[src/tilt_complementary_filter_core_macros.svh]
// Assertion helpers shared by the RTL.
`ifndef TILT_COMPLEMENTARY_FILTER_CORE_MACROS_SVH
`define TILT_COMPLEMENTARY_FILTER_CORE_MACROS_SVH

// Same-cycle implication, disabled in reset.
`define TCF_ASSERT_IMPL(lbl, clk, rst_n, ant, cons) \
  lbl: assert property (@(posedge clk) disable iff (!rst_n) (ant) |-> (cons)) \
    else $error("tcf assertion failed");

// Next-cycle implication, disabled in reset.
`define TCF_ASSERT_NEXT(lbl, clk, rst_n, ant, cons) \
  lbl: assert property (@(posedge clk) disable iff (!rst_n) (ant) |=> (cons)) \
    else $error("tcf assertion failed");

`endif

[src/tcf_pkg.sv]
package tcf_pkg;

  typedef struct packed {
    logic signed [15:0] accel_x;
    logic signed [15:0] accel_y;
    logic signed [15:0] accel_z;
    logic signed [15:0] rate_x;
    logic signed [15:0] rate_y;
    logic [19:0]        elapsed_us;
  } in_word_t;

  typedef struct packed {
    logic signed [31:0] roll_angle;
    logic signed [31:0] pitch_angle;
    logic [7:0]         roll_command;
    logic [7:0]         pitch_command;
  } out_word_t;

  typedef enum logic [2:0] {
    REG_BLEND_WEIGHT = 3'd0,
    REG_GYRO_GAIN    = 3'd1,
    REG_INTERVAL_CAP = 3'd2,
    REG_ROLL_MIN     = 3'd3,
    REG_ROLL_MAX     = 3'd4,
    REG_PITCH_CENTER = 3'd5
  } reg_idx_t;

  localparam int CORDIC_STEPS = 20;
  localparam int CORDIC_N     = (CORDIC_STEPS > 32) ? 32 : CORDIC_STEPS;
  localparam int CORDIC_IN_W  = 18;
  localparam int CORDIC_W     = 38;
  localparam int ANGLE_W      = 24;
  localparam logic signed [ANGLE_W-1:0] PI_Q20 = 24'sd3294199;

  localparam int MUL_A_W     = 40;
  localparam int MUL_B_W     = 24;
  localparam int MUL_P_W     = 64;
  localparam int MUL_DIGIT_W = 4;
  localparam int MUL_DIGITS  = MUL_B_W / MUL_DIGIT_W;
  localparam int MUL_CNT_W   = $clog2(MUL_DIGITS);

  localparam logic [MUL_B_W-1:0] TWO_DEG_PER_RAD_Q16 = 24'd7509872;
  localparam logic [MUL_B_W-1:0] DEG_PER_RAD_Q16     = 24'd3754936;

  function automatic logic signed [ANGLE_W-1:0] atan_q20(input logic [4:0] idx);
    logic signed [ANGLE_W-1:0] v;
    case (idx)
      5'd0:    v = 24'sd823550;
      5'd1:    v = 24'sd486170;
      5'd2:    v = 24'sd256879;
      5'd3:    v = 24'sd130396;
      5'd4:    v = 24'sd65451;
      5'd5:    v = 24'sd32757;
      5'd6:    v = 24'sd16383;
      5'd7:    v = 24'sd8192;
      5'd8:    v = 24'sd4096;
      5'd9:    v = 24'sd2048;
      5'd10:   v = 24'sd1024;
      5'd11:   v = 24'sd512;
      5'd12:   v = 24'sd256;
      5'd13:   v = 24'sd128;
      5'd14:   v = 24'sd64;
      5'd15:   v = 24'sd32;
      5'd16:   v = 24'sd16;
      5'd17:   v = 24'sd8;
      5'd18:   v = 24'sd4;
      5'd19:   v = 24'sd2;
      5'd20:   v = 24'sd1;
      default: v = 24'sd0;
    endcase
    return v;
  endfunction

  // Round to nearest, ties away from zero.
  function automatic logic signed [63:0] rnd_shift(input logic signed [63:0] v,
                                                    input int unsigned s);
    logic [63:0] mag;
    logic [63:0] q;
    mag = v[63] ? 64'(-v) : 64'(v);
    q = (mag + (64'd1 << (s - 1))) >> s;
    return v[63] ? -$signed(q) : $signed(q);
  endfunction

  function automatic logic signed [31:0] sat32(input logic signed [63:0] v);
    logic signed [31:0] r;
    if (v > 64'sd2147483647) r = 32'sh7fffffff;
    else if (v < -64'sd2147483648) r = 32'sh80000000;
    else r = v[31:0];
    return r;
  endfunction

  function automatic logic [7:0] sat180(input logic signed [63:0] v);
    logic [7:0] r;
    if (v < 64'sd0) r = 8'd0;
    else if (v > 64'sd180) r = 8'd180;
    else r = v[7:0];
    return r;
  endfunction

endpackage

[src/tcf_cordic.sv]
module tcf_cordic (
  input  logic                                    clk,
  input  logic                                    rst_n,
  input  logic                                    start,
  input  logic signed [tcf_pkg::CORDIC_IN_W-1:0]  y_in,
  input  logic signed [tcf_pkg::CORDIC_IN_W-1:0]  x_in,
  output logic                                    busy,
  output logic                                    done,
  output logic signed [tcf_pkg::ANGLE_W-1:0]      angle
);

  logic signed [tcf_pkg::CORDIC_W-1:0] x_r, y_r, xe, ye, dx, dy;
  logic signed [tcf_pkg::ANGLE_W-1:0]  z_r;
  logic [4:0]                          i_r;
  logic                                busy_r, done_r;

  assign xe = tcf_pkg::CORDIC_W'(x_in) <<< 16;
  assign ye = tcf_pkg::CORDIC_W'(y_in) <<< 16;
  assign dx = y_r >>> i_r;
  assign dy = x_r >>> i_r;

  always_ff @(posedge clk) begin
    if (!rst_n) begin
      busy_r <= 1'b0;
      done_r <= 1'b0;
    end else begin
      done_r <= 1'b0;
      if (start) begin
        i_r <= '0;
        if (x_in == '0 && y_in == '0) begin
          z_r    <= '0;
          done_r <= 1'b1;
        end else begin
          busy_r <= 1'b1;
          if (x_in < 0) begin
            x_r <= -xe;
            y_r <= -ye;
            z_r <= (y_in >= 0) ? tcf_pkg::PI_Q20 : -tcf_pkg::PI_Q20;
          end else begin
            x_r <= xe;
            y_r <= ye;
            z_r <= '0;
          end
        end
      end else if (busy_r) begin
        if (y_r > 0) begin
          x_r <= x_r + dx;
          y_r <= y_r - dy;
          z_r <= z_r + tcf_pkg::atan_q20(i_r);
        end else begin
          x_r <= x_r - dx;
          y_r <= y_r + dy;
          z_r <= z_r - tcf_pkg::atan_q20(i_r);
        end
        i_r <= i_r + 5'd1;
        if (i_r == 5'(tcf_pkg::CORDIC_N - 1)) begin
          busy_r <= 1'b0;
          done_r <= 1'b1;
        end
      end
    end
  end

  assign busy  = busy_r;
  assign done  = done_r;
  assign angle = z_r;

endmodule

[src/tcf_sermul.sv]
module tcf_sermul (
  input  logic                                  clk,
  input  logic                                  rst_n,
  input  logic                                  start,
  input  logic signed [tcf_pkg::MUL_A_W-1:0]    a_in,
  input  logic [tcf_pkg::MUL_B_W-1:0]           b_in,
  output logic                                  busy,
  output logic                                  done,
  output logic signed [tcf_pkg::MUL_P_W-1:0]    product
);

  logic signed [tcf_pkg::MUL_A_W-1:0]                 a_r;
  logic [tcf_pkg::MUL_B_W-1:0]                        b_r;
  logic signed [tcf_pkg::MUL_P_W-1:0]                 p_r;
  logic [tcf_pkg::MUL_CNT_W-1:0]                      cnt_r;
  logic                                               busy_r, done_r;
  logic [tcf_pkg::MUL_DIGIT_W-1:0]                    dig;
  logic signed [tcf_pkg::MUL_A_W+tcf_pkg::MUL_DIGIT_W:0] part;

  // Most significant digit first: shift the partial sum, add one row.
  assign dig  = b_r[tcf_pkg::MUL_B_W-1 -: tcf_pkg::MUL_DIGIT_W];
  assign part = a_r * $signed({1'b0, dig});

  always_ff @(posedge clk) begin
    if (!rst_n) begin
      busy_r <= 1'b0;
      done_r <= 1'b0;
    end else begin
      done_r <= 1'b0;
      if (start) begin
        a_r    <= a_in;
        b_r    <= b_in;
        p_r    <= '0;
        cnt_r  <= '0;
        busy_r <= 1'b1;
      end else if (busy_r) begin
        p_r   <= (p_r <<< tcf_pkg::MUL_DIGIT_W) + tcf_pkg::MUL_P_W'(part);
        b_r   <= b_r << tcf_pkg::MUL_DIGIT_W;
        cnt_r <= cnt_r + tcf_pkg::MUL_CNT_W'(1);
        if (cnt_r == tcf_pkg::MUL_CNT_W'(tcf_pkg::MUL_DIGITS - 1)) begin
          busy_r <= 1'b0;
          done_r <= 1'b1;
        end
      end
    end
  end

  assign busy    = busy_r;
  assign done    = done_r;
  assign product = p_r;

endmodule

[src/tilt_complementary_filter_core.sv]
// Channel  | Handshake                 | Word
// ---------+---------------------------+------------------------------------------
// in_      | in_valid / in_stall       | tcf_pkg::in_word_t  (one IMU sample)
// out_     | out_valid / out_stall     | tcf_pkg::out_word_t (angles and commands)
// cfg      | psel/penable/pwrite/pready| 32-bit APB registers at 4*index
//
// One sample runs in sequence through ten products on the 4-bit serial
// multiplier, 16 root digits, two CORDIC runs and one write-back. in_stall
// stays high until that write-back, so the next sample is taken only after it.
// Reset is synchronous (rst_n low); it restores register defaults, zero angles
// and a last roll command of 90 degrees.
// A result word holds in the output register while out_stall is high; the
// next sample is taken meanwhile and waits only at its final write-back.
`include "tilt_complementary_filter_core_macros.svh"

module tilt_complementary_filter_core (
  input  logic                clk,
  input  logic                rst_n,
  input  logic                in_valid,
  output logic                in_stall,
  input  tcf_pkg::in_word_t   in_data,
  output logic                out_valid,
  input  logic                out_stall,
  output tcf_pkg::out_word_t  out_data,
  input  logic                psel,
  input  logic                penable,
  input  logic                pwrite,
  input  logic [4:0]          paddr,
  input  logic [31:0]         pwdata,
  output logic [31:0]         prdata,
  output logic                pready
);

  typedef enum logic [3:0] {
    ST_IDLE, ST_SQ_Y, ST_SQ_Z, ST_SQRT, ST_CORD_R, ST_CORD_P,
    ST_G_MUL1, ST_G_MUL2, ST_BLEND, ST_CMD_R, ST_CMD_P, ST_FIN
  } state_t;

  // Configuration registers.
  logic [15:0] blend_weight_r;
  logic [23:0] gyro_gain_r;
  logic [19:0] interval_cap_r;
  logic [7:0]  roll_min_r, roll_max_r, pitch_center_r;
  tcf_pkg::reg_idx_t cfg_idx;

  // Working state.
  state_t              state_r;
  logic                wait_r;
  logic                axis_r;
  tcf_pkg::in_word_t   in_r;
  logic [19:0]         dt_r;
  logic [31:0]         sq_r;
  logic [17:0]         rem_r;
  logic [15:0]         root_r;
  logic [3:0]          sq_cnt_r;
  logic signed [23:0]  acc_roll_r, acc_pitch_r;
  logic signed [39:0]  t_r;
  logic signed [33:0]  gyro_r;
  logic signed [31:0]  roll_est_r, pitch_est_r;
  logic [7:0]          last_roll_cmd_r, pitch_cmd_r;
  tcf_pkg::out_word_t  out_r;
  logic                out_valid_r;

  // Shared units.
  logic                                 mul_start, mul_busy, mul_done;
  logic signed [tcf_pkg::MUL_A_W-1:0]   mul_a;
  logic [tcf_pkg::MUL_B_W-1:0]          mul_b;
  logic signed [tcf_pkg::MUL_P_W-1:0]   mul_p;
  logic                                 cord_start, cord_busy, cord_done;
  logic signed [tcf_pkg::CORDIC_IN_W-1:0] cord_y, cord_x;
  logic signed [tcf_pkg::ANGLE_W-1:0]   cord_z;

  logic signed [16:0]  ay_e, az_e, ay_abs, az_abs;
  logic signed [31:0]  est_sel;
  logic signed [23:0]  acc_sel;
  logic signed [15:0]  rate_sel;
  logic signed [63:0]  step, blend_v, cmd_v;
  logic [19:0]         rem_t;
  logic [17:0]         trial;
  logic                is_mul, is_cord, out_free;

  assign cfg_idx = tcf_pkg::reg_idx_t'(paddr[4:2]);
  assign pready  = 1'b1;

  always_comb begin
    case (cfg_idx)
      tcf_pkg::REG_BLEND_WEIGHT: prdata = 32'(blend_weight_r);
      tcf_pkg::REG_GYRO_GAIN:    prdata = 32'(gyro_gain_r);
      tcf_pkg::REG_INTERVAL_CAP: prdata = 32'(interval_cap_r);
      tcf_pkg::REG_ROLL_MIN:     prdata = 32'(roll_min_r);
      tcf_pkg::REG_ROLL_MAX:     prdata = 32'(roll_max_r);
      tcf_pkg::REG_PITCH_CENTER: prdata = 32'(pitch_center_r);
      default:                   prdata = '0;
    endcase
  end

  always_ff @(posedge clk) begin
    if (!rst_n) begin
      blend_weight_r <= 16'd61604;
      gyro_gain_r    <= 24'd1200030;
      interval_cap_r <= 20'd50000;
      roll_min_r     <= 8'd60;
      roll_max_r     <= 8'd120;
      pitch_center_r <= 8'd90;
    end else if (psel && penable && pwrite) begin
      case (cfg_idx)
        tcf_pkg::REG_BLEND_WEIGHT: blend_weight_r <= pwdata[15:0];
        tcf_pkg::REG_GYRO_GAIN:    gyro_gain_r    <= pwdata[23:0];
        tcf_pkg::REG_INTERVAL_CAP: interval_cap_r <= pwdata[19:0];
        tcf_pkg::REG_ROLL_MIN:     roll_min_r     <= pwdata[7:0];
        tcf_pkg::REG_ROLL_MAX:     roll_max_r     <= pwdata[7:0];
        tcf_pkg::REG_PITCH_CENTER: pitch_center_r <= pwdata[7:0];
        default: ;
      endcase
    end
  end

  // Operand selection for the shared multiplier and CORDIC.
  assign ay_e   = 17'(in_r.accel_y);
  assign az_e   = 17'(in_r.accel_z);
  assign ay_abs = ay_e[16] ? -ay_e : ay_e;
  assign az_abs = az_e[16] ? -az_e : az_e;

  assign est_sel  = axis_r ? pitch_est_r : roll_est_r;
  assign acc_sel  = axis_r ? acc_pitch_r : acc_roll_r;
  assign rate_sel = axis_r ? in_r.rate_y : in_r.rate_x;

  always_comb begin
    is_mul = 1'b1;
    mul_a  = '0;
    mul_b  = '0;
    case (state_r)
      ST_SQ_Y: begin
        mul_a = 40'(ay_abs);
        mul_b = 24'(ay_abs[15:0]);
      end
      ST_SQ_Z: begin
        mul_a = 40'(az_abs);
        mul_b = 24'(az_abs[15:0]);
      end
      ST_G_MUL1: begin
        mul_a = 40'(rate_sel);
        mul_b = gyro_gain_r;
      end
      ST_G_MUL2: begin
        mul_a = t_r;
        mul_b = 24'(dt_r);
      end
      // alpha*gyro + (1-alpha)*acc == acc + alpha*(gyro - acc)
      ST_BLEND: begin
        mul_a = 40'(35'(gyro_r) - 35'(acc_sel));
        mul_b = 24'(blend_weight_r);
      end
      ST_CMD_R: begin
        mul_a = 40'(roll_est_r);
        mul_b = tcf_pkg::TWO_DEG_PER_RAD_Q16;
      end
      ST_CMD_P: begin
        mul_a = 40'(pitch_est_r);
        mul_b = tcf_pkg::DEG_PER_RAD_Q16;
      end
      default: is_mul = 1'b0;
    endcase
  end

  assign is_cord = (state_r == ST_CORD_R) || (state_r == ST_CORD_P);
  assign cord_y  = (state_r == ST_CORD_P) ? -(18'(in_r.accel_x)) : 18'(in_r.accel_y);
  assign cord_x  = (state_r == ST_CORD_P) ? $signed({2'b00, root_r}) : 18'(in_r.accel_z);

  assign mul_start  = is_mul && !wait_r;
  assign cord_start = is_cord && !wait_r;

  tcf_sermul u_mul (
    .clk     (clk),
    .rst_n   (rst_n),
    .start   (mul_start),
    .a_in    (mul_a),
    .b_in    (mul_b),
    .busy    (mul_busy),
    .done    (mul_done),
    .product (mul_p)
  );

  tcf_cordic u_cordic (
    .clk   (clk),
    .rst_n (rst_n),
    .start (cord_start),
    .y_in  (cord_y),
    .x_in  (cord_x),
    .busy  (cord_busy),
    .done  (cord_done),
    .angle (cord_z)
  );

  // Post-processing of finished products.
  assign step    = tcf_pkg::rnd_shift(mul_p, 32);
  assign blend_v = tcf_pkg::rnd_shift(mul_p + (64'(acc_sel) <<< 16), 16);
  assign cmd_v   = tcf_pkg::rnd_shift(mul_p + $signed(64'(state_r == ST_CMD_R ?
                     last_roll_cmd_r : pitch_center_r) << 36), 36);

  // One root digit per cycle: two radicand bits in, one root bit out.
  assign rem_t = {rem_r, sq_r[31:30]};
  assign trial = {root_r, 2'b01};

  assign out_free = !out_valid_r || !out_stall;

  always_ff @(posedge clk) begin
    if (!rst_n) begin
      state_r         <= ST_IDLE;
      wait_r          <= 1'b0;
      axis_r          <= 1'b0;
      roll_est_r      <= '0;
      pitch_est_r     <= '0;
      last_roll_cmd_r <= 8'd90;
      out_valid_r     <= 1'b0;
    end else begin
      // Raise valid on write-back, drop it once the word is taken.
      if (state_r == ST_FIN && out_free) out_valid_r <= 1'b1;
      else if (!out_stall) out_valid_r <= 1'b0;
      if (mul_start || cord_start) wait_r <= 1'b1;
      if (mul_done || cord_done) wait_r <= 1'b0;

      case (state_r)
        ST_IDLE: begin
          if (in_valid) begin
            in_r    <= in_data;
            dt_r    <= (in_data.elapsed_us > interval_cap_r) ? interval_cap_r
                                                             : in_data.elapsed_us;
            state_r <= ST_SQ_Y;
          end
        end
        ST_SQ_Y: begin
          if (mul_done) begin
            sq_r    <= mul_p[31:0];
            state_r <= ST_SQ_Z;
          end
        end
        ST_SQ_Z: begin
          if (mul_done) begin
            sq_r     <= sq_r + mul_p[31:0];
            rem_r    <= '0;
            root_r   <= '0;
            sq_cnt_r <= '0;
            state_r  <= ST_SQRT;
          end
        end
        ST_SQRT: begin
          sq_r     <= sq_r << 2;
          sq_cnt_r <= sq_cnt_r + 4'd1;
          if (rem_t >= 20'(trial)) begin
            rem_r  <= 18'(rem_t - 20'(trial));
            root_r <= {root_r[14:0], 1'b1};
          end else begin
            rem_r  <= rem_t[17:0];
            root_r <= {root_r[14:0], 1'b0};
          end
          if (sq_cnt_r == 4'd15) state_r <= ST_CORD_R;
        end
        ST_CORD_R: begin
          if (cord_done) begin
            acc_roll_r <= cord_z;
            state_r    <= ST_CORD_P;
          end
        end
        ST_CORD_P: begin
          if (cord_done) begin
            acc_pitch_r <= cord_z;
            axis_r      <= 1'b0;
            state_r     <= ST_G_MUL1;
          end
        end
        ST_G_MUL1: begin
          if (mul_done) begin
            t_r     <= mul_p[39:0];
            state_r <= ST_G_MUL2;
          end
        end
        ST_G_MUL2: begin
          if (mul_done) begin
            gyro_r  <= 34'(est_sel) + step[33:0];
            state_r <= ST_BLEND;
          end
        end
        ST_BLEND: begin
          if (mul_done) begin
            if (axis_r) begin
              pitch_est_r <= tcf_pkg::sat32(blend_v);
              state_r     <= ST_CMD_R;
            end else begin
              roll_est_r <= tcf_pkg::sat32(blend_v);
              axis_r     <= 1'b1;
              state_r    <= ST_G_MUL1;
            end
          end
        end
        ST_CMD_R: begin
          // Lower clamp wins over the upper one, then hold within 0..180.
          if (mul_done) begin
            if (cmd_v < $signed(64'(roll_min_r)))
              last_roll_cmd_r <= tcf_pkg::sat180($signed(64'(roll_min_r)));
            else if (cmd_v > $signed(64'(roll_max_r)))
              last_roll_cmd_r <= tcf_pkg::sat180($signed(64'(roll_max_r)));
            else
              last_roll_cmd_r <= tcf_pkg::sat180(cmd_v);
            state_r <= ST_CMD_P;
          end
        end
        ST_CMD_P: begin
          if (mul_done) begin
            pitch_cmd_r <= tcf_pkg::sat180(cmd_v);
            state_r     <= ST_FIN;
          end
        end
        ST_FIN: begin
          // Advance only once the output register is free.
          if (out_free) begin
            out_r.roll_angle    <= roll_est_r;
            out_r.pitch_angle   <= pitch_est_r;
            out_r.roll_command  <= last_roll_cmd_r;
            out_r.pitch_command <= pitch_cmd_r;
            state_r             <= ST_IDLE;
          end
        end
        default: state_r <= ST_IDLE;
      endcase
    end
  end

  assign in_stall  = (state_r != ST_IDLE);
  assign out_valid = out_valid_r;
  assign out_data  = out_r;

  `TCF_ASSERT_IMPL(a_mul_start_free, clk, rst_n, mul_start, !mul_busy && !mul_done)
  `TCF_ASSERT_IMPL(a_cord_start_free, clk, rst_n, cord_start, !cord_busy && !cord_done)
  `TCF_ASSERT_NEXT(a_accept_busy, clk, rst_n, in_valid && !in_stall, in_stall)
  `TCF_ASSERT_IMPL(a_roll_cmd_range, clk, rst_n, 1'b1, last_roll_cmd_r <= 8'd180)

endmodule
[config.mk]
export PLATFORM = sky130hd
export DESIGN_NAME = tilt_complementary_filter_core
export DESIGN_NICKNAME = d
export VERILOG_FILES = /design/src/tcf_pkg.sv /design/src/tcf_cordic.sv /design/src/tcf_sermul.sv /design/src/tilt_complementary_filter_core.sv
export VERILOG_INCLUDE_DIRS = /design/src /design/src/src
export SDC_FILE = /design/constraint.sdc
export NUM_CORES = 2
export LEC_CHECK = 0
export ABC_AREA = 1
export BUFFER_PORTS_ARGS = -buffer_cell sky130_fd_sc_hd__buf_2
export CAP_MARGIN = 15
export CORE_ASPECT_RATIO = 1.1
export CORE_MARGIN = 8
export CORE_UTILIZATION = 37
export CTS_CLUSTER_DIAMETER = 60
export CTS_CLUSTER_SIZE = 25
export DETAILED_ROUTE_END_ITERATION = 10
export GPL_TIMING_DRIVEN = 0
export PLACE_DENSITY = 0.61
export SLEW_MARGIN = 10
export SYNTH_ARGS = -nofsm -noshare
export SYNTH_HDL_FRONTEND = slang
export SYNTH_SLANG_ARGS = --single-unit
[constraint.sdc]
create_clock -name clk -period 36.1 [get_ports clk]
set_clock_uncertainty 0.2 [all_clocks]
set_input_delay 10.83 -clock clk [delete_from_list [all_inputs] [get_ports clk]]
set_output_delay 10.83 -clock clk [all_outputs]
set_load 0.02 [all_outputs]
-- Yosys cells after proc, flatten, opt, wreduce, memory -nomap -nowiden
Memory sizes are Yosys's and may differ from the RTL's. A register that Yosys moved wholly into a read port is not among the register bits.
Cells that the tools add are included.
- ROM bits: 1280
- register bits after elaboration: 783
- bits of input ports: 144
- bits in latches: 0
- memories kept: 2
- RAM bits: 0
- shifts and indexed selects: 2
- bitwise operators: 3
- divide/modulo/power cells: 0
- multiplexer cells: 102
- reductions and logical operators: 50
- add/subtract/negate cells: 30
- multiply operators: 1
- magnitude comparators: 13
- eq/ne operators: 33
- memory list (name ; words ; bits a word ; rd ports ; clocked after Yosys merged registers in ; wr ports ; line ; RTL):
    (no name shown) ; 32 ; 20 ; 1 ; 1 ; 0 ; tcf_pkg.sv:47 ; case (idx)
    (no name shown) ; 32 ; 20 ; 1 ; 1 ; 0 ; tcf_pkg.sv:47 ;
- operators by type and width (operator ; number):
    24-bit two-way mux ; 17
    64-bit two-way mux ; 6
    38-bit two-way mux ; 10
    40-bit one-hot mux with 7 select lines ; 1
    64-bit negator ; 3
    24-bit one-hot mux with 7 select lines ; 1
    32-bit two-way mux ; 5
    24-bit one-hot mux with 6 select lines ; 1
    64-bit by 45-bit adder with 64-bit output ; 2
    32-bit one-hot mux with 3 select lines ; 1
    38-bit adder ; 2
    34-bit negator with 38-bit output ; 2
    38-bit by 5-bit >>> shifter with 38-bit output ; 2
    38-bit subtractor ; 2
    18-bit two-way mux ; 4
    64-bit by 16-bit adder with 64-bit output (second input constant) ; 1
    64-bit by 32-bit adder with 64-bit output (second input constant) ; 1
    64-bit by 36-bit adder with 64-bit output (second input constant) ; 1
    64-bit by 40-bit adder with 64-bit output ; 1
    64-bit by 32-bit greater-than comparator with 1-bit output (second input constant) ; 1
    64-bit by 9-bit greater-than comparator with 1-bit output ; 1
    64-bit by 9-bit greater-than comparator with 1-bit output (second input constant) ; 1
    64-bit by 1-bit < comparator with 1-bit output (second input constant) ; 1
    64-bit by 32-bit < comparator with 1-bit output (second input constant) ; 1
    other kinds (63) ; 166

-- Logic depth before layout (Yosys ltp)
- word-level depth: 13
- depth in mapped cells: 55

-- Modules after synthesis
A second synthesis with hierarchy kept.
- cells, all modules: 12088
- area, all modules: 79872.9 µm²
- by module, submodules not included (module ; area each (µm²) ; times used ; cells an instance):
    tilt_complementary_filter_core ; 45155.8 ; 1 ; 6799
    tcf_cordic ; 18288.8 ; 1 ; 3012
    tcf_sermul ; 16428.3 ; 1 ; 2277

-- Worst setup path after synthesis
OpenSTA, ideal clock, no wires.
- kind: input-to-output
- start point: in paddr[2]
- end point: out prdata[17]
- data required time: 25070 ps
- slack: 12886 ps
- data arrival time: 12184 ps
- stages: 4
- buffers on the path: 1
- cells stage by stage: nor3_1 inv_1 clkbuf_1 o21ai_0
- longest elaborated chain between the ends: 2
- elaborated cells between the ends (all ways): 7
- classes of those cells: eq/ne (5); mux (1); reduce/logical (1)
- ends and longest elaborated chain (item ; line ; RTL):
    start: declaration ; tilt_complementary_filter_core.sv:28 ; input logic [4:0] paddr,
    3-bit equality test (tied with other cells) ; tilt_complementary_filter_core.sv:86 ; case (cfg_idx)
    24-bit one-hot mux with 6 select lines * ; tilt_complementary_filter_core.sv:86 ;
    end: declaration ; tilt_complementary_filter_core.sv:30 ; output logic [31:0] prdata,
Every way passes the cells marked *; elsewhere a longest branch is shown, timed or not.

-- Worst setup path after layout
- start point: in paddr[3]
- end point: out prdata[16]
Same word-level chain as after synthesis.

==> metrics.txt <==
Die Span Y=484 um; vias in the first global route=70,200; commonest non-fill, non-tap cell in the layout=nand2_1; Critical Path RT=25,070 ps; DP HPWL=260,000 um; DRT antenna net count=0; Die Span X=441 um; WL/cell=23.2 um; RD Place Congestion=1.01; Synth Register Bits=803; Post-layout nets=11,600; kind of start point of the critical path=input pin; share of the synthesized area in the top cell type=25.1%; register clock-pin slew on the reported worst setup and hold paths=80 ps; WS Path Type=input pin to primary output; Yosys cell types=80; Max Cap Viol=0; Hold Fails Final Rpt=0; remaining global-route overflow=0; outcome=finished, final reports clean; DR vias/cell=5.50; Ports=259; initial core utilization=37.2%; share of layout cells above drive strength 1=6.80%; Setup TNS Final=0 ps; Post-synth ARST share=0%; slowest stage delay, CP=660 ps; postcts setup bufs=0; Worst-Skew Late Latency=750 ps; final slew viol count=0; Max clock buf depth=3; Mean Syn Cell Area=7.05 um2; FILL cells=20,500; crit share post-route=66.9%; Gates resized, CTS repair=0; worst path cell trace=buf_2 -> nor3_1 -> clkinv_1 -> o22ai_1 -> buf_2; Highest Clock Rate=41.4 MHz; Placed Cells=13,300; die area=213,000 um2; Synth area leaders=edfxtp_1 25%, nand2_1 14%, ha_1 7.8%; Primary FF master, synth=edfxtp_1; vias=74,200; IO buf count=239; drc violations=0; Synth Instances=10,400; RSZ-0062 raised after global routing=no; crit-path most repeated cell=buf_2; Hold Crit Class=flop to flop; DRT Pass-1 Iters=6; Crit. End Element=primary output; core area=197,000 um2; crit path time final=24,140 ps; Synth Cell Area=73,600 um2; pin count of the biggest net entering global routing=27; initial antenna violation count=12; final setup fails=0; CP Data Arrival Time=13,110 ps; Crit-path slowest cell=clkinv_1; initial DRC count=7,317; fin cells=13,500; crit path max fanout=10; number of flops mapped to enable cells by yosys=616; Post-CTS Hold Buffers=0; clock sink count=803; all-layer global routing usage=28.1%; highest-count cells in the layout ignoring fill and taps=2,678 x nand2_1, 1,505 x inv_1, 880 x nor2_1; CTS Buf Count=82; area delta synth->final=11.4%; H-tree levels=3; first-pass GRT wire length=453,000 um; Rows=171; final WL=313,000 um; Root Buffer=clkbuf_16; Synth area leader=edfxtp_1; Slew @ Worst Pin=1380 ps; Yosys warnings=0; CTS tree=built; relative slew slack=8.26%; post-synthesis sequential area ratio=30.2%
==> final timing paths <==
check             endpoint  slack [ps]  depth (start not counted)           start
min reg2reg    out_data[5]         230                          0  pitch_cmd_r[5]
max             prdata[16]       11960                          5        paddr[3]
min            out_data[5]         230                          0  pitch_cmd_r[5]
max reg2reg  roll_est_r[9]       25960                         45          axis_r
==> per-layer routing <==
metal  vias up  GRT usage, %  routed length, um  share of wire [%]
li1      35300             -                  -                  -
met1     35100          34.4             124000                 40
met2      3045          46.9             145000                 47
met3       715          3.66              20900                6.7
met4         6          16.7              22400                7.2
met5         -             0                 40              0.013
==> critical path: cells and delay by family <==
family                 cells  cell delay [ps]
AOI/OAI and AO/OA          1              610
buffers and inverters      3             1040
and+or+nand+nor            1              620
==> layout make-up <==
type	count	area (um2)	area share (%)
Antenna cell	10	25.0	0.0305
Clock inverter	65	986	1.20
Inverter	1555	5840	7.13
Timing Repair Buffer	286	1840	2.25
Multi-Input combinational cell	7790	44300	54.0
Clock buffer	87	2130	2.60
Buffer	299	1340	1.64
Tap cell	2595	3250	3.96
Sequential cell	803	22200	27.1
==> registers in the layout (all words and copies together) (netlist names), 32 cells and up, named ones only <==
| register | cells |
|---|---|
| t_r | 40 |
| out_data | 80 |
| gyro_r | 34 |
| sq_r | 32 |
| roll_est_r | 32 |
| pitch_est_r | 32 |
| in_r | 48 |
| u_cordic.x_r | 38 |
| u_cordic.y_r | 38 |
| u_mul.product | 64 |
| u_mul.a_r | 40 |
==> logic make-up (layout without fill, tap and decap cells) <==
| group | count (synthesis) | count (layout) | synth area share (%) |
|---|---|---|---|
| simple gates | 4717 | 4717 | 27.1 |
| mux | 94 | 94 | 1.28 |
| flops | 803 | 803 | 30.2 |
| buf+inv | 1854 | 2292 | 9.76 |
| compound gates | 1985 | 1985 | 15.0 |
| xor+xnor | 359 | 359 | 4.32 |
| other cells | 2 | 19 | 0.0102 |
| fa+ha+maj | 626 | 626 | 12.4 |
==> synthesized netlist by cell type (all sizes together), types with 46 or more instances <==
cell / instances
o21a: 51
buf: 71
a21oi: 764
ha: 459
nand3: 622
inv: 1540
nor2: 949
nor3: 125
edfxtp: 616
xor2: 252
clkbuf: 228
nand4: 120
nand2: 2734
fa: 167
xnor2: 107
dfxtp: 187
or2: 62
o21ai: 802
nand3b: 46
a31oi: 60
o211ai: 63
mux2i: 94
==> per-stage QoR <==
stage | worst slack (ps) | hold WS [ps] | utilization, % | instance area [um2]
floorplan | 12890 | 199 | - | 73600
global placement | 11910 | 208 | 39.5 | 78000
detailed placement | 11950 | 207 | 39.9 | 78800
CTS | 11940 | 228 | 41.5 | 81900
global route | 11700 | 242 | 41.5 | 81900
finish | 11960 | 227 | 41.5 | 81900
Power is not shown: default switching activity piles up to over one toggle a cycle in this logic, so the estimate is an artifact.
